File: config.mk
export PLATFORM = sky130hd
export DESIGN_NAME = button_click_event_detector
export DESIGN_NICKNAME = d
export VERILOG_FILES = /design/src/rtl/core/bced_pkg.sv /design/src/rtl/core/bced_cfg.sv /design/src/rtl/core/bced_core.sv /design/src/rtl/core/button_click_event_detector.sv
export SDC_FILE = /design/constraint.sdc
export NUM_CORES = 1
export LEC_CHECK = 0
export ABC_AREA = 1
export BUFFER_PORTS_ARGS = -buffer_cell sky130_fd_sc_hd__buf_2
export CORE_ASPECT_RATIO = 0.8
export CORE_MARGIN = 3
export CORE_UTILIZATION = 40
export DETAILED_ROUTE_END_ITERATION = 6
export GPL_ROUTABILITY_DRIVEN = 0
export GPL_TIMING_DRIVEN = 0
export PLACE_DENSITY = 0.55
export RECOVER_POWER = 100
export SLEW_MARGIN = 40
export SYNTH_ARGS = -nofsm -noshare
export SYNTH_HDL_FRONTEND = slang
export SYNTH_SLANG_ARGS = --single-unit
export TNS_END_PERCENT = 10
File: constraint.sdc
create_clock -name clk_i -period 8.6 [get_ports clk_i]
set_input_delay 0.43 -clock clk_i [delete_from_list [all_inputs] [get_ports clk_i]]
set_output_delay 0.43 -clock clk_i [all_outputs]
set_load 0.03 [all_outputs]
File: src/rtl/core/bced_pkg.sv
`timescale 1ns / 1ps
// ----------------------------------------------------------------------------
// bced_pkg
// Shared types and constants for the button click event detector.
// ----------------------------------------------------------------------------
package bced_pkg;

  localparam int unsigned TimeW  = 32;
  localparam int unsigned MsW    = 16;
  localparam int unsigned StateW = 3;
  localparam int unsigned ModeW  = 2;
  localparam int unsigned CfgIdxW = 4;

  // Reported button states.
  localparam logic [StateW-1:0] ST_RELEASED  = 3'd0;
  localparam logic [StateW-1:0] ST_PRESSED   = 3'd1;
  localparam logic [StateW-1:0] ST_UP        = 3'd2;
  localparam logic [StateW-1:0] ST_DOWN      = 3'd3;
  localparam logic [StateW-1:0] ST_DBLCLICK  = 3'd4;
  localparam logic [StateW-1:0] ST_ONECLICK  = 3'd5;
  localparam logic [StateW-1:0] ST_LONGCLICK = 3'd6;

  // Long click modes.
  localparam logic [ModeW-1:0] MODE_ONCE      = 2'd0;
  localparam logic [ModeW-1:0] MODE_CONTINUED = 2'd1;
  localparam logic [ModeW-1:0] MODE_SERIES    = 2'd2;
  localparam logic [ModeW-1:0] MODE_ALT_CONT  = 2'd3;

  // Configuration register indexes.
  localparam logic [CfgIdxW-1:0] REG_ACTIVE_LOW  = 4'd0;
  localparam logic [CfgIdxW-1:0] REG_NORM_CLOSED = 4'd1;
  localparam logic [CfgIdxW-1:0] REG_DEBOUNCE    = 4'd2;
  localparam logic [CfgIdxW-1:0] REG_DOUBLE      = 4'd3;
  localparam logic [CfgIdxW-1:0] REG_LONG        = 4'd4;
  localparam logic [CfgIdxW-1:0] REG_MODE        = 4'd5;
  localparam logic [CfgIdxW-1:0] REG_SERIES      = 4'd6;
  localparam logic [CfgIdxW-1:0] REG_VIRTUAL     = 4'd7;

  // Register reset values.
  localparam logic [MsW-1:0] DEBOUNCE_RST = 16'd50;
  localparam logic [MsW-1:0] DOUBLE_RST   = 16'd300;
  localparam logic [MsW-1:0] LONG_RST     = 16'd1000;
  localparam logic [MsW-1:0] SERIES_RST   = 16'd100;
  localparam logic [MsW-1:0] SERIES_DFLT  = 16'd100;

  typedef struct packed {
    logic             active_low;
    logic             norm_closed;
    logic [MsW-1:0]   debounce_ms;
    logic [MsW-1:0]   double_ms;
    logic [MsW-1:0]   long_ms;
    logic [ModeW-1:0] mode;
    logic [MsW-1:0]   series_ms;
    logic             virtual_en;
  } cfg_t;

  typedef struct packed {
    logic             req_type;
    logic             pin_level;
    logic [TimeW-1:0] now_ms;
  } item_t;

endpackage

File: src/rtl/core/bced_cfg.sv
`timescale 1ns / 1ps
// ----------------------------------------------------------------------------
// bced_cfg
// Configuration register file, written through a plain write port.
// ----------------------------------------------------------------------------
module bced_cfg import bced_pkg::*; (
  input  logic               clk_i,
  input  logic               rst_ni,
  input  logic               cfg_we_i,
  input  logic [CfgIdxW-1:0] cfg_idx_i,
  input  logic [MsW-1:0]     cfg_wdata_i,
  output cfg_t               cfg_o
);

  cfg_t cfg_q, cfg_d;

  always_comb begin
    cfg_d = cfg_q;
    if (cfg_we_i) begin
      case (cfg_idx_i)
        REG_ACTIVE_LOW:  cfg_d.active_low  = cfg_wdata_i[0];
        REG_NORM_CLOSED: cfg_d.norm_closed = cfg_wdata_i[0];
        REG_DEBOUNCE:    cfg_d.debounce_ms = cfg_wdata_i;
        REG_DOUBLE:      cfg_d.double_ms   = cfg_wdata_i;
        REG_LONG:        cfg_d.long_ms     = cfg_wdata_i;
        REG_MODE:        cfg_d.mode        = cfg_wdata_i[ModeW-1:0];
        REG_SERIES:      cfg_d.series_ms   = cfg_wdata_i;
        REG_VIRTUAL:     cfg_d.virtual_en  = cfg_wdata_i[0];
        default:         cfg_d = cfg_q;
      endcase
    end
  end

  always_ff @(posedge clk_i or negedge rst_ni) begin
    if (!rst_ni) begin
      cfg_q.active_low  <= 1'b1;
      cfg_q.norm_closed <= 1'b0;
      cfg_q.debounce_ms <= DEBOUNCE_RST;
      cfg_q.double_ms   <= DOUBLE_RST;
      cfg_q.long_ms     <= LONG_RST;
      cfg_q.mode        <= MODE_ONCE;
      cfg_q.series_ms   <= SERIES_RST;
      cfg_q.virtual_en  <= 1'b0;
    end else begin
      cfg_q <= cfg_d;
    end
  end

  assign cfg_o = cfg_q;

endmodule

File: src/rtl/core/bced_core.sv
`timescale 1ns / 1ps
// ----------------------------------------------------------------------------
// bced_core
// Debounce and click state logic: computes the next state and the reported
// button state for one item and updates the state when the item advances.
// ----------------------------------------------------------------------------
module bced_core import bced_pkg::*; (
  input  logic              clk_i,
  input  logic              rst_ni,
  input  cfg_t              cfg_i,
  input  item_t             item_i,
  input  logic              advance_i,
  output logic [StateW-1:0] state_o
);

  logic [StateW-1:0] last_q, last_d;
  logic              closed_q, closed_d;
  logic              deb_act_q, deb_act_d;
  logic              one_q, one_d;
  logic              long_q, long_d;
  logic [TimeW-1:0]  ev_q, ev_d;
  logic [TimeW-1:0]  dbl_q, dbl_d;

  logic [TimeW-1:0]  since_event;
  logic [TimeW-1:0]  since_dbl;
  logic [TimeW-1:0]  deb_w, dbl_w, long_w, iv_w;
  logic [ModeW-1:0]  eff_mode;
  logic              closed_now;
  logic              debounce_on;
  logic              hold;
  logic              settle;

  assign since_event = item_i.now_ms - ev_q;
  assign since_dbl   = item_i.now_ms - dbl_q;
  assign deb_w  = {{(TimeW-MsW){1'b0}}, cfg_i.debounce_ms};
  assign dbl_w  = {{(TimeW-MsW){1'b0}}, cfg_i.double_ms};
  assign long_w = {{(TimeW-MsW){1'b0}}, cfg_i.long_ms};
  assign iv_w   = {{(TimeW-MsW){1'b0}},
                   (cfg_i.series_ms == '0) ? SERIES_DFLT : cfg_i.series_ms};
  assign eff_mode    = (cfg_i.mode == MODE_ALT_CONT) ? MODE_CONTINUED : cfg_i.mode;
  assign closed_now  = item_i.pin_level ^ cfg_i.active_low ^ cfg_i.norm_closed;
  assign debounce_on = (cfg_i.debounce_ms != '0);
  // While a debounce interval runs, polls change nothing.
  assign hold = debounce_on && deb_act_q && (since_event < deb_w);

  always_comb begin
    last_d    = last_q;
    closed_d  = closed_q;
    deb_act_d = deb_act_q;
    one_d     = one_q;
    long_d    = long_q;
    ev_d      = ev_q;
    dbl_d     = dbl_q;
    settle    = 1'b0;

    if (item_i.req_type) begin
      one_d  = 1'b0;
      long_d = 1'b0;
      last_d = closed_q ? ST_PRESSED : ST_RELEASED;
    end else if (!hold) begin
      if (closed_now == closed_q) begin
        if (!deb_act_q) begin
          if (!closed_now) begin
            last_d = ST_RELEASED;
            if (since_dbl > dbl_w) begin
              if (cfg_i.virtual_en && one_q) begin
                last_d = ST_ONECLICK;
              end
              one_d  = 1'b0;
              long_d = 1'b0;
            end
          end else if ((since_event < long_w) && !long_q) begin
            last_d = ST_PRESSED;
          end else begin
            if (!long_q) begin
              if (eff_mode == MODE_SERIES) begin
                ev_d = item_i.now_ms;
              end
              long_d = 1'b1;
              last_d = ST_LONGCLICK;
            end else if (eff_mode == MODE_ONCE) begin
              last_d = ST_PRESSED;
            end else if (eff_mode == MODE_SERIES) begin
              if (since_event >= iv_w) begin
                ev_d   = item_i.now_ms;
                last_d = ST_LONGCLICK;
              end else begin
                last_d = ST_PRESSED;
              end
            end else begin
              last_d = ST_LONGCLICK;
            end
            one_d = 1'b0;
          end
        end
      end else if (debounce_on) begin
        if (!deb_act_q) begin
          ev_d      = item_i.now_ms;
          deb_act_d = 1'b1;
          // A continued long click keeps reporting through the bounce.
          if (!((last_q == ST_LONGCLICK) && (eff_mode == MODE_CONTINUED))) begin
            last_d = closed_q ? ST_PRESSED : ST_RELEASED;
          end
        end else if (since_event >= deb_w) begin
          settle = 1'b1;
        end
      end else begin
        settle = 1'b1;
      end

      if (settle) begin
        ev_d      = item_i.now_ms;
        deb_act_d = 1'b0;
        closed_d  = closed_now;
        if (closed_now) begin
          if (!one_q) begin
            last_d = ST_DOWN;
            one_d  = 1'b1;
            dbl_d  = item_i.now_ms;
          end else if (since_dbl <= dbl_w) begin
            last_d = ST_DBLCLICK;
            one_d  = 1'b0;
          end
        end else begin
          last_d = ST_UP;
        end
      end
    end
  end

  always_ff @(posedge clk_i or negedge rst_ni) begin
    if (!rst_ni) begin
      last_q    <= ST_RELEASED;
      closed_q  <= 1'b0;
      deb_act_q <= 1'b0;
      one_q     <= 1'b0;
      long_q    <= 1'b0;
      ev_q      <= '0;
      dbl_q     <= '0;
    end else if (advance_i) begin
      last_q    <= last_d;
      closed_q  <= closed_d;
      deb_act_q <= deb_act_d;
      one_q     <= one_d;
      long_q    <= long_d;
      ev_q      <= ev_d;
      dbl_q     <= dbl_d;
    end
  end

  assign state_o = last_d;

endmodule

File: src/rtl/core/button_click_event_detector.sv
`timescale 1ns / 1ps
// ----------------------------------------------------------------------------
// button_click_event_detector
// Button debounce with click, double click and long click detection.
// ----------------------------------------------------------------------------
// Each item is either a poll (pin level plus a wrapping millisecond timestamp)
// or a request to clear the click state, and each item yields exactly one
// button state. The block takes one item per clock when not stalled: an item sits
// in the input register, the state logic evaluates it in a single pass against
// the current state, and the result is registered in the output register when
// the item advances. The input side accepts whenever the input register is
// empty, or when its item moves on to the output register in the same cycle,
// which happens when the output register is free or being emptied. A waiting
// result that is not taken therefore stalls the input after one more item.
// The user must write configuration through the register port only while no
// item is in flight; the block itself does not enforce this.
// ----------------------------------------------------------------------------
module button_click_event_detector import bced_pkg::*; (
  input  logic               clk_i,
  input  logic               rst_ni,
  input  logic               cfg_we_i,
  input  logic [CfgIdxW-1:0] cfg_idx_i,
  input  logic [MsW-1:0]     cfg_wdata_i,
  input  logic               in_valid_i,
  output logic               in_ready_o,
  input  logic               in_req_type_i,
  input  logic               in_pin_level_i,
  input  logic [TimeW-1:0]   in_now_ms_i,
  output logic               out_valid_o,
  input  logic               out_ready_i,
  output logic [StateW-1:0]  out_button_state_o
);

  cfg_t              cfg;
  item_t             item_q;
  logic              in_vld_q;
  logic              out_vld_q;
  logic [StateW-1:0] res_q;
  logic [StateW-1:0] res_d;
  logic              advance;
  logic              in_fire;

  bced_cfg u_cfg (
    .clk_i       (clk_i),
    .rst_ni      (rst_ni),
    .cfg_we_i    (cfg_we_i),
    .cfg_idx_i   (cfg_idx_i),
    .cfg_wdata_i (cfg_wdata_i),
    .cfg_o       (cfg)
  );

  bced_core u_core (
    .clk_i     (clk_i),
    .rst_ni    (rst_ni),
    .cfg_i     (cfg),
    .item_i    (item_q),
    .advance_i (advance),
    .state_o   (res_d)
  );

  // An item moves from the input register to the result register whenever
  // the result register is empty or is being read out.
  assign advance    = in_vld_q && (!out_vld_q || out_ready_i);
  assign in_ready_o = !in_vld_q || advance;
  assign in_fire    = in_valid_i && in_ready_o;

  always_ff @(posedge clk_i or negedge rst_ni) begin
    if (!rst_ni) begin
      in_vld_q  <= 1'b0;
      out_vld_q <= 1'b0;
    end else begin
      if (in_fire) begin
        in_vld_q <= 1'b1;
      end else if (advance) begin
        in_vld_q <= 1'b0;
      end
      if (advance) begin
        out_vld_q <= 1'b1;
      end else if (out_ready_i) begin
        out_vld_q <= 1'b0;
      end
    end
  end

  always_ff @(posedge clk_i) begin
    if (in_fire) begin
      item_q.req_type  <= in_req_type_i;
      item_q.pin_level <= in_pin_level_i;
      item_q.now_ms    <= in_now_ms_i;
    end
    if (advance) begin
      res_q <= res_d;
    end
  end

  assign out_valid_o        = out_vld_q;
  assign out_button_state_o = res_q;

  a_advance_fills_out : assert property (@(posedge clk_i) disable iff (!rst_ni)
    advance |=> out_vld_q)
    else $error("advanced item did not reach the result register");

  a_stalled_item_holds : assert property (@(posedge clk_i) disable iff (!rst_ni)
    (in_vld_q && !advance) |=> (in_vld_q && $stable(item_q)))
    else $error("stalled item lost or changed in the input register");

  a_empty_accepts : assert property (@(posedge clk_i) disable iff (!rst_ni)
    !in_vld_q |-> in_ready_o)
    else $error("empty input register refused an item");

  a_result_in_range : assert property (@(posedge clk_i) disable iff (!rst_ni)
    out_vld_q |-> (res_q != 3'd7))
    else $error("result holds an unused state code");

  a_result_stable : assert property (@(posedge clk_i) disable iff (!rst_ni)
    (out_vld_q && !out_ready_i) |=> (out_vld_q && $stable(res_q)))
    else $error("waiting result changed before it was taken");

endmodule
==> results of run 1 <==
routing by layer:
| layer | GRT usage [%] | vias up | part of all wire (%) |
|---|---|---|---|
| li1 | - | 6178 | - |
| met1 | 34.2 | 5599 | 52 |
| met2 | 32.7 | 282 | 41 |
| met3 | 3.85 | 22 | 5.3 |
| met4 | 4.22 | 0 | 1.0 |
| met5 | 0 | - | 0 |
power breakdown:
part,switching (mW),total [mW],internal (mW)
combinational,2.12,3.26,1.14
clock,0.428,0.834,0.406
sequential,0.120,1.24,1.12
stage by stage:
| stage | cells | util [%] |
|---|---|---|
| 4_1_cts | 2424 | 45.7 |
| 6_report | 2424 | 44.9 |
| 3_3_place_gp | 2388 | 43.5 |
| 3_5_place_dp | 2391 | 43.8 |
| 5_1_grt | 2424 | 44.9 |
| 2_1_floorplan | 1898 | - |
path summary, 6_finish.rpt:
kind / slack (ns) / from / endpoint
min in group asynchronous: 0.67 / rst_ni / u_core.last_q[0]$_DFFE_PN0P_
hold reg to reg: 0.49 / u_cfg.cfg_o[44]$_DFFE_PN0P_ / u_cfg.cfg_o[44]$_DFFE_PN0P_
setup / recovery: 3.11 / item_q[1]$_DFFE_PP_ / u_core.dbl_q[8]$_DFFE_PN0P_
setup reg to reg: 3.11 / item_q[1]$_DFFE_PP_ / u_core.dbl_q[8]$_DFFE_PN0P_
hold / removal: 0.14 / in_now_ms_i[20] / item_q[20]$_DFFE_PP_
max in group asynchronous: 4.24 / rst_ni / u_cfg.cfg_o[44]$_DFFE_PN0P_
layout by cell type (no fill, tap or decap), types with 2 or more instances in the layout:
master	count
and2_1	4
o211ai_1	3
o21bai_1	7
a21oi_2	4
buf_4	3
nand2_1	579
edfxtp_1	37
inv_1	354
dfstp_2	16
inv_12	2
o21ai_2	6
nor2_1	157
nor4_1	4
nand3b_1	9
nor3_1	21
buf_6	2
clkbuf_16	17
o21ai_0	131
o21a_1	2
clkbuf_1	30
a21oi_1	114
nand4_1	25
a211oi_1	2
nor2_2	4
dfrtp_1	125
fa_1	2
a31oi_1	4
nand3_2	4
clkinv_8	2
inv_6	3
inv_8	6
buf_2	56
xnor2_1	5
and3_1	2
nand2_2	7
nand3_1	72
ha_1	126
xor2_1	30
layout make-up:
cell class              count  area share [%]
plain buffers              27           0.884
inverters                 357            9.11
repair buffers             67            2.37
clock inverters            14            1.14
well taps                 427            3.63
clock buffers              18            2.98
multi-input cells        1335            48.1
flip-flops and latches    179            31.8
critical path, stage by stage (launching register included):
cell	delay, ns
edfxtp_1	0.53
inv_1	0.20
fa_1	0.50
inv_1	0.12
nand3_1	0.08
nand3_1	0.15
nand3_1	0.10
nand3_1	0.18
xor2_1	0.39
ha_1	0.19
nand4_1	0.16
nor3_1	0.40
a221oi_1	0.24
nand3_2	0.12
nand2_1	0.12
nor2_1	0.16
clkinv_1	0.09
or2_2	0.30
nor2_1	0.67
clkbuf_1	0.48
o21ai_0	0.15
cell families after synthesis:
kind of cell | Yosys count
xor+xnor | 35
simple gates | 891
buf+inv | 384
flops | 179
fa+ha+maj | 128
compound gates | 281
sequential cells by signal, indices dropped and copies added, names as in the netlist:
signal              cells
u_core.last_q           3
u_cfg.cfg_o            69
out_button_state_o      3
u_core.dbl_q           32
in_vld_q                1
item_q                 34
u_core.deb_act_q        1
out_valid_o             1
u_core.one_q            1
u_core.long_q           1
u_core.closed_q         1
u_core.ev_q            32
==> flow_summary.json, run 1 <==
{
  "status": "finished with violations",
  "violations": "capacitance limit, slew limit",
  "tightest_slew_ns": 3.31,
  "synth_xor_area_share_pct": 2.28,
  "synth_top_area_share_pct": 23.3,
  "skew_ns": 0.0159,
  "syn_inst": 1898,
  "synth-edff-count": 37,
  "grtUsageTotal_pct": 22.2,
  "syn_area_per_cell_sq_um": 7.07,
  "ys_async_sr_fraction_pct": 79.3,
  "setup_ws_ns": 3.11,
  "clkTransAtPathRegs_ns": 0.09,
  "routedWlPerCell_microns": 16.0,
  "synth_compound_area_share_pct": 11.9,
  "synth_flop_cell": "dfrtp_1",
  "drc": 0,
  "dieArea_sq_um": 35800,
  "synth_warnings": 0,
  "finalPower_mw": 5.34,
  "synth_area_leader_cell": "dfrtp_1",
  "antenna_cells": 0,
  "portBuffers": 63,
  "dp_hpwl_microns": 31800,
  "cts_buffer_depth": 2,
  "drv_slew": 57,
  "cts_buffers": 17,
  "synth_fa_ha_area_share_pct": 12.0,
  "num_vias": 12100,
  "r2r.worst_path.cells": 20,
  "power.density_nw_per_um2": 362,
  "synthMuxAreaShare_pct": 0,
  "worstSetupEndpointType": "register",
  "cts_root_buf": "clkbuf_16",
  "synthSimpleGateAreaFrac_pct": 27.6,
  "ir_worst_vdd_mv": 0.137,
  "multi_input_area_sq_um": 7080,
  "cts_sinks": 179,
  "fmax_ghz": 0.182,
  "die_y_microns": 170,
  "crit_arrival_ns": 5.80,
  "relSlewSlack_pct": -121,
  "hp-class": "input pin to register",
  "ios": 64,
  "yosysSeqAreaShare_pct": 34.9,
  "cap_violations": 1,
  "drtPass1Iterations": 6,
  "antenna_found_initial": 0,
  "synth_area_sq_um": 13400,
  "yosysUniqueCellTypes": 50,
  "critPathMaxFanout": 10,
  "areaGrowthSynthToFinish_pct": 9.71,
  "start_util_pct": 41.0,
  "fin_crit_sh_pct": 63.8,
  "synth_common_cells": "576 x nand2_1, 354 x inv_1, 155 x nor2_1, 126 x ha_1, 125 x dfrtp_1",
  "dp_slack_ns": 3.93,
  "required_ns": 8.91,
  "critPathKind": "register to register",
  "regArea_sq_um": 4690,
  "start_kind": "register",
  "drtAntennaViolNets": 0,
  "synth-seq-cells": 179,
  "setup_viol": 0,
  "drive_gt1_share_pct": 6.96,
  "fin_crit_ns": 5.49,
  "final_area_sq_um": 14700,
  "yosys-top-cells-area": "dfrtp_1 23%, nand2_1 16%, ha_1 12%, inv_1 9.9%, edfxtp_1 8.3%",
  "holdWs_ns": 0.138,
  "holdPathStages": 1,
  "rows": 59,
  "grt_first_pass_wirelength_microns": 61800,
  "core_area_sq_um": 32800,
  "routed_wl_microns": 38800,
  "first_global_vias": 11300,
  "insertion_delay_ns": 0.46,
  "cts_tree": "done",
  "drtIter0Drc": 993,
  "overflow": 0,
  "hold_viol_final": 0,
  "cts_hold_buf": 1,
  "synth_most_common_cell": "nand2_1",
  "dpl-instance-area_sq_um": 14400,
  "cts_resized": 0,
  "tns_ns": 0,
  "num-nets-final": 2171,
  "nFillCells": 3481,
  "die_width_microns": 211,
  "grt_max_degree": 70,
  "rsz0062_at_grt": "false",
  "leakagePower_nw": 7.84,
  "synth_fp_nets": 2085,
  "synth_top_family_by_area": "simple AND/OR/NAND/NOR gates",
  "viasPerCell": 4.98,
  "htree_num_levels": 4,
  "cts_setup_buffers": 0
}
(Power assumes the default switching activity.)
==> run 2: changes to the inputs <==
--- a/config.mk
+++ b/config.mk
@@ -5,7 +5,7 @@
 export SDC_FILE = /design/constraint.sdc
 export NUM_CORES = 1
 export LEC_CHECK = 0
-export ABC_AREA = 1
+export ABC_AREA = 0
 export BUFFER_PORTS_ARGS = -buffer_cell sky130_fd_sc_hd__buf_2
 export CORE_ASPECT_RATIO = 0.8
 export CORE_MARGIN = 3
==> constraint.sdc (replaced) <==
create_clock -name clk_i -period 5.6 [get_ports clk_i]
set_input_delay 0.28 -clock clk_i [delete_from_list [all_inputs] [get_ports clk_i]]
set_output_delay 0.28 -clock clk_i [all_outputs]
set_load 0.03 [all_outputs]
==> run 2 against run 1 <==
  * The flow still finishes with violations (capacitance limit, slew limit)
  * Sequential share of layout area grew 1.1 points
  * Flip-flop and latch count is the same
  * Area after synthesis shrank 6.5%
  * Clock skew grew 0.0017 ns
  * Routed wire length shrank 12%
  * Core utilization grew 1.5 points
  * Hold slack lost 0.12 ns
  * First-iteration DRC count shrank 16%
  * Count of clock-buffer cells in the layout is the same
  * Highest routed layer unchanged
  * Register-to-register slack lost 2.8 ns
  * Die area shrank 6.3%
==> flow_summary.json, run 2 <==
{
  "violations": "capacitance limit, slew limit",
  "synth_area_sq_um": 12600,
  "start_util_pct": 40.9,
  "cts_sinks": 179,
  "areaGrowthSynthToFinish_pct": 13.3,
  "htree_num_levels": 4,
  "clkTransAtPathRegs_ns": 0.07,
  "crit_slowest_cell": "edfxtp_1",
  "die_y_microns": 164,
  "core_area_sq_um": 30700,
  "drtPass1Iterations": 5,
  "whs_endpoint": "item_q[12]$_DFFE_PP_",
  "antenna_cells": 0,
  "skew_ns": 0.0176,
  "grt_util_met1_pct": 31.3,
  "path_cells": "ha_1 > a21o_2 > a21oi_2 > nand2_1 > a31oi_1 > xnor2_1 > ha_1 > a21o_1 > a21o_1 > a21o_1 > a21o_1 > a21oi_1 > nor2_1 > a2111oi_4 > and3b_1 > a21oi_4 > nand4b_2 > clkbuf_4 > mux2_2",
  "rrSetupSlack_ns": 0.32,
  "grtUsageMet2_pct": 31.5,
  "yosys-top-cells-area": "dfrtp_1 25%, ha_1 13%, mux2_2 9.0%, edfxtp_1 8.9%, inv_1 4.2%",
  "synth_top_area_share_pct": 24.9,
  "drv_slew": 85,
  "hold_viol_final": 0,
  "synth_area_leader_cell": "dfrtp_1",
  "layout_commonest_cell": "inv_1",
  "dieArea_sq_um": 33600,
  "ios": 64,
  "tightest_slew_ns": 2.93,
  "cap_violations": 2,
  "routed_wl_microns": 34100,
  "hp-class": "input pin to register",
  "synth_fp_nets": 1498,
  "fmax_ghz": 0.189,
  "tns_ns": 0,
  "fin_crit_sh_pct": 94.3,
  "critPathKind": "register to register",
  "relSlewSlack_pct": -95.6,
  "syn_area_per_cell_sq_um": 9.57,
  "critPathMaxFanout": 10,
  "synth-seq-cells": 179,
  "worstHoldStart": "in_now_ms_i[12]",
  "syn_inst": 1311,
  "cpMostUsedCell": "a21o_1",
  "r2r-start": "item_q[4]$_DFFE_PP_",
  "drtIter0Drc": 835,
  "num_vias": 10000,
  "cts_root_buf": "clkbuf_16",
  "holdPathStages": 1,
  "overflow": 0,
  "synth_common_cells": "139 x inv_1, 126 x ha_1, 125 x dfrtp_1, 114 x nand2_1, 101 x a21oi_1",
  "grt_first_pass_wirelength_microns": 54600,
  "r2r.worst_path.cells": 19,
  "routedWlPerCell_microns": 18.5,
  "insertion_delay_ns": 0.44,
  "die_width_microns": 204,
  "yosysSeqAreaShare_pct": 37.3,
  "setup_viol": 0,
  "dp_hpwl_microns": 26800,
  "synth_most_common_cell": "inv_1",
  "grt_max_degree": 61,
  "crit_arrival_ns": 5.60,
  "grtUsageTotal_pct": 20.8,
  "portBuffers": 63,
  "synth-edff-count": 37,
  "status": "finished with violations",
  "ys_async_sr_fraction_pct": 79.3,
  "rsz0062_at_grt": "true",
  "worstSetupEndpointType": "register",
  "yosysUniqueCellTypes": 82,
  "synth_warnings": 0,
  "dp.cells": 1790,
  "cpPeakStageDelay_ns": 0.49,
  "viasPerCell": 5.44,
  "layout_common_cells": "138 x inv_1, 126 x ha_1, 125 x dfrtp_1, 114 x nand2_1",
  "ir_worst_vdd_mv": 0.275,
  "top_usage_layer": "met2",
  "cts_tree": "done",
  "drtAntennaViolNets": 0,
  "largest_register_ffs": 69,
  "drc": 0,
  "final_cells": 1845,
  "power.density_nw_per_um2": 556,
  "synth_flop_cell": "dfrtp_1",
  "first_global_vias": 9833,
  "use_met3_pct": 3.84,
  "rows": 57,
  "required_ns": 5.92,
  "fin_crit_ns": 5.28,
  "leakagePower_nw": 6.27,
  "cts_buffer_depth": 2,
  "cts_buffers": 17,
  "antenna_found_initial": 1,
  "r2r_end": "u_core.dbl_q[29]$_DFFE_PN0P_",
  "num-nets-final": 1606,
  "start_kind": "register",
  "drive_gt1_share_pct": 18.3
}
[run 2: power breakdown]
part / total [mW] / leakage [nW] / switching, mW / internal [mW]
Combinational: 4.75 / 3.95 / 2.73 / 2.02
Clock: 1.19 / 0.261 / 0.567 / 0.619
Sequential: 1.98 / 2.06 / 0.238 / 1.74
[run 2: kinds of logic after synthesis]
logic type               after synthesis  share of synthesized area (%)
AO/OA/AOI/OAI                        328                           16.8
flip-flops                           179                           37.3
AND/OR/NAND/NOR                      337                           13.7
multiplexers                         109                           9.72
buffers and inverters                181                           6.11
adder cells (fa/ha/maj)              128                           12.9
XOR/XNOR                              49                           3.42
[run 2: final cells by class]
cell class              count  area, sq um
flip-flops and latches    179         4690
repair buffers             89          547
well taps                 413          517
fillers                  3009        16400
clock inverters            14          128
plain buffers              42          240
clock buffers              18          429
multi-input cells         951         7160
inverters                 139          522
[run 2: layer usage]
layer / up-vias / part of all wire (%) / routed length [microns]
met3: 25 / 5.9 / 2010
met2: 229 / 43 / 14500
met5: - / 0 / 0
met1: 4845 / 50 / 17100
met4: 0 / 1.1 / 388
li1: 4943 / - / -
[run 2: worst max-delay path by stage]
stage | start | to | slack (ns) | cells past startpoint
final | item_q[4]$_DFFE_PP_ | u_core.dbl_q[29]$_DFFE_PN0P_ | 0.32 | 19
after global routing | item_q[0]$_DFFE_PP_ | out_button_state_o[2]$_DFFE_PP_ | -0.02 | 24
after CTS | item_q[1]$_DFFE_PP_ | out_button_state_o[2]$_DFFE_PP_ | -0.13 | 22
after detailed placement | item_q[1]$_DFFE_PP_ | u_core.dbl_q[31]$_DFFE_PN0P_ | -0.26 | 19
after global placement | item_q[1]$_DFFE_PP_ | u_core.dbl_q[29]$_DFFE_PN0P_ | -0.44 | 19
after floorplan | item_q[0]$_DFFE_PP_ | u_core.dbl_q[27]$_DFFE_PN0P_ | 1.02 | 20
[run 2: metrics by stage]
| step | util, % | hold WS [ns] | setup WS (ns) | total power, mW | cell area, sq um |
|---|---|---|---|---|---|
| after floorplan | - | -0.0156 | 1.02 | 5.41 | 12600 |
| after global placement | 43.6 | 0.458 | -0.440 | 6.47 | 13400 |
| after detailed placement | 44.0 | 0.167 | -0.256 | 6.56 | 13500 |
| after CTS | 46.2 | 0.000191 | -0.135 | 7.83 | 14200 |
| after global routing | 46.4 | 0.00119 | -0.0163 | 8.64 | 14200 |
| final | 46.4 | 0.0175 | 0.321 | 7.92 | 14200 |
[run 2: critical path, delay by kind of cell, from the launching register on]
| family | cells | cell delay [ns] |
|---|---|---|
| buffers and inverters | 1 | 0.33 |
| AOI/OAI and AO/OA | 10 | 2.18 |
| xor gates and xnor gates | 1 | 0.23 |
| adders and majority gates | 2 | 0.69 |
| muxes | 1 | 0.35 |
| and+or+nand+nor | 4 | 0.89 |
| DFF | 1 | 0.49 |
[run 2: what timing repair did]
item	in CTS	in global routing
resized for setup	3	11
pin swaps	1	8
hold buffers	10	6
endpoints found under the setup margin	60	65
hold endpoints to repair	41	6
setup buffers	0	7
gates cloned	0	0
==> run 3: changes to the inputs <==
--- a/config.mk
+++ b/config.mk
@@ -10,6 +10,7 @@
 export CORE_ASPECT_RATIO = 0.8
 export CORE_MARGIN = 3
 export CORE_UTILIZATION = 40
+export CTS_BUF_LIST = sky130_fd_sc_hd__clkbuf_4 sky130_fd_sc_hd__clkbuf_8 sky130_fd_sc_hd__clkbuf_16
 export DETAILED_ROUTE_END_ITERATION = 6
 export GPL_ROUTABILITY_DRIVEN = 0
 export GPL_TIMING_DRIVEN = 0
==> run 3 against run 2 <==
  * The run still ends with capacitance limit, slew limit left
  * Sequential power barely moved
  * Hold slack better by 0.00055 ns
  * Register-to-register slack hardly changed
  * Largest cell class unchanged
  * Core utilization hardly changed
  * Fmax is essentially flat
  * Global-route usage about the same
  * Sequential share of layout area is essentially flat
  * Routed wire length about the same
==> flow_summary.json, run 3 (synthesized netlist as in run 2, its figures left out) <==
{
  "cpPeakStageDelay_ns": 0.49,
  "antenna_cells": 0,
  "wl_met2_microns": 14600,
  "dp_slack_ns": -0.256,
  "fmax_ghz": 0.189,
  "path_delay_family": "compound AO/OA/AOI/OAI gates",
  "critical_path_buf_inv_count": 1,
  "worstSetupEndpointType": "register",
  "violations": "capacitance limit, slew limit",
  "antenna_found_initial": 1,
  "routedWlPerCell_microns": 18.5,
  "critPathKind": "register to register",
  "drc": 0,
  "cpMostUsedCell": "a21o_1",
  "viasPerCell": 5.44,
  "met3_length_microns": 1770,
  "top_layer_used": "met4",
  "grtUsageTotal_pct": 20.8,
  "crit_slowest_cell": "edfxtp_1",
  "fin_crit_ns": 5.28,
  "setup_viol": 0,
  "layout_commonest_cell": "inv_1",
  "tns_ns": 0,
  "cts_sinks": 179,
  "tightest_slew_ns": 2.92,
  "rsz0062_at_grt": "true",
  "grt_max_degree": 61,
  "areaGrowthSynthToFinish_pct": 13.3,
  "routed_wl_microns": 34100,
  "drtAntennaViolNets": 0,
  "fin_crit_sh_pct": 94.3,
  "crit_arrival_ns": 5.61,
  "cts_tree": "done",
  "required_ns": 5.92,
  "rows": 57,
  "cts_buffers": 17,
  "cts_buffer_depth": 2,
  "setup_ws_ns": 0.318,
  "grt_first_pass_wirelength_microns": 54600,
  "drtIter0Drc": 816,
  "status": "finished with violations",
  "largest_register_ffs": 69,
  "start_kind": "register",
  "leakagePower_nw": 6.27,
  "overflow": 0,
  "insertion_delay_ns": 0.44,
  "drtPass1Iterations": 5,
  "drive_gt1_share_pct": 18.4,
  "die_y_microns": 164,
  "dp_hpwl_microns": 26800,
  "dieArea_sq_um": 33600,
  "drv_slew": 85,
  "core_area_sq_um": 30700,
  "first_global_vias": 9832,
  "portBuffers": 63,
  "path_cells": "ha_1 > a21o_2 > a21oi_2 > nand2_1 > a31oi_1 > xnor2_1 > ha_1 > a21o_1 > a21o_1 > a21o_1 > a21o_1 > a21oi_1 > nor2_1 > a2111oi_4 > and3b_1 > a21oi_4 > nand4b_2 > clkbuf_4 > mux2_2",
  "start_util_pct": 40.9,
  "skew_ns": 0.0166,
  "hp-class": "input pin to register",
  "relSlewSlack_pct": -95.0,
  "layout_common_cells": "138 x inv_1, 126 x ha_1, 125 x dfrtp_1, 114 x nand2_1",
  "clkTransAtPathRegs_ns": 0.07,
  "cap_violations": 2,
  "critPathMaxFanout": 10,
  "ios": 64,
  "power.density_nw_per_um2": 557,
  "ir_worst_vdd_mv": 0.274,
  "hold_viol_final": 0,
  "num-nets-final": 1606,
  "htree_num_levels": 4,
  "die_width_microns": 204,
  "num_vias": 10000,
  "cts_root_buf": "clkbuf_16",
  "met1_length_microns": 17400
}
## run 3: per-layer routing
metal | global-route usage [%] | vias to the layer above
met4 | 3.94 | 0
met3 | 3.84 | 24
met2 | 31.5 | 211
met1 | 31.3 | 4853
li1 | - | 4940
met5 | 0 | -
## run 3: what timing repair did
| item | in CTS | in global routing |
|---|---|---|
| endpoints found under the hold margin | 41 | 6 |
| endpoints found under the setup margin | 60 | 65 |
| resized for setup | 3 | 11 |
| hold buffers | 10 | 6 |
| buffers inserted | 0 | 7 |
| pin swaps | 1 | 8 |
## run 3: area by class of cell
cell class | count | area (sq um)
inverters | 139 | 522
fillers | 3007 | 16400
clock buffers | 18 | 433
clock inverters | 14 | 128
multi-input cells | 951 | 7160
flip-flops and latches | 179 | 4690
plain buffers | 42 | 240
repair buffers | 89 | 547
well taps | 413 | 517
## run 3: through the flow
stage,power (mW),util (%),std cells,instance area (sq um),hold slack [ns]
final,7.92,46.4,1845,14200,0.0181
after global routing,8.64,46.4,1845,14200,0.00119
after CTS,7.84,46.2,1832,14200,0.000191
after detailed placement,6.56,44.0,1790,13500,0.167
after global placement,6.47,43.6,1787,13400,0.458
after floorplan,5.41,-,1311,12600,-0.0156
## run 3: final timing paths
kind                       depth (start not counted)  slack [ns]                      endpoint                        start
setup / recovery                                  19        0.32  u_core.dbl_q[29]$_DFFE_PN0P_          item_q[4]$_DFFE_PP_
hold / removal                                     1        0.02          item_q[12]$_DFFE_PP_              in_now_ms_i[12]
setup reg to reg                                  19        0.32  u_core.dbl_q[29]$_DFFE_PN0P_          item_q[4]$_DFFE_PP_
min in group asynchronous                          2        0.94   u_cfg.cfg_o[67]$_DFFE_PN0P_                       rst_ni
hold reg to reg                                    1        0.49   u_core.ev_q[19]$_DFFE_PN0P_  u_core.ev_q[19]$_DFFE_PN0P_
max in group asynchronous                          3        1.10   u_core.dbl_q[4]$_DFFE_PN0P_                       rst_ni
## run 3: worst register-to-register path: cells and delay by family, from the launching register on
kind	cells	cell delay, ns
flip-flops	1	0.49
AND/OR/NAND/NOR	4	0.88
AO/OA/AOI/OAI	10	2.18
multiplexers	1	0.35
adder cells (fa/ha/maj)	2	0.70
XOR/XNOR	1	0.24
buffers and inverters	1	0.33
## run 3: where the power goes
part | leakage (nW) | internal [mW] | switching (mW)
logic | 3.95 | 2.02 | 2.73
registers | 2.06 | 1.74 | 0.238
clock network | 0.264 | 0.624 | 0.565
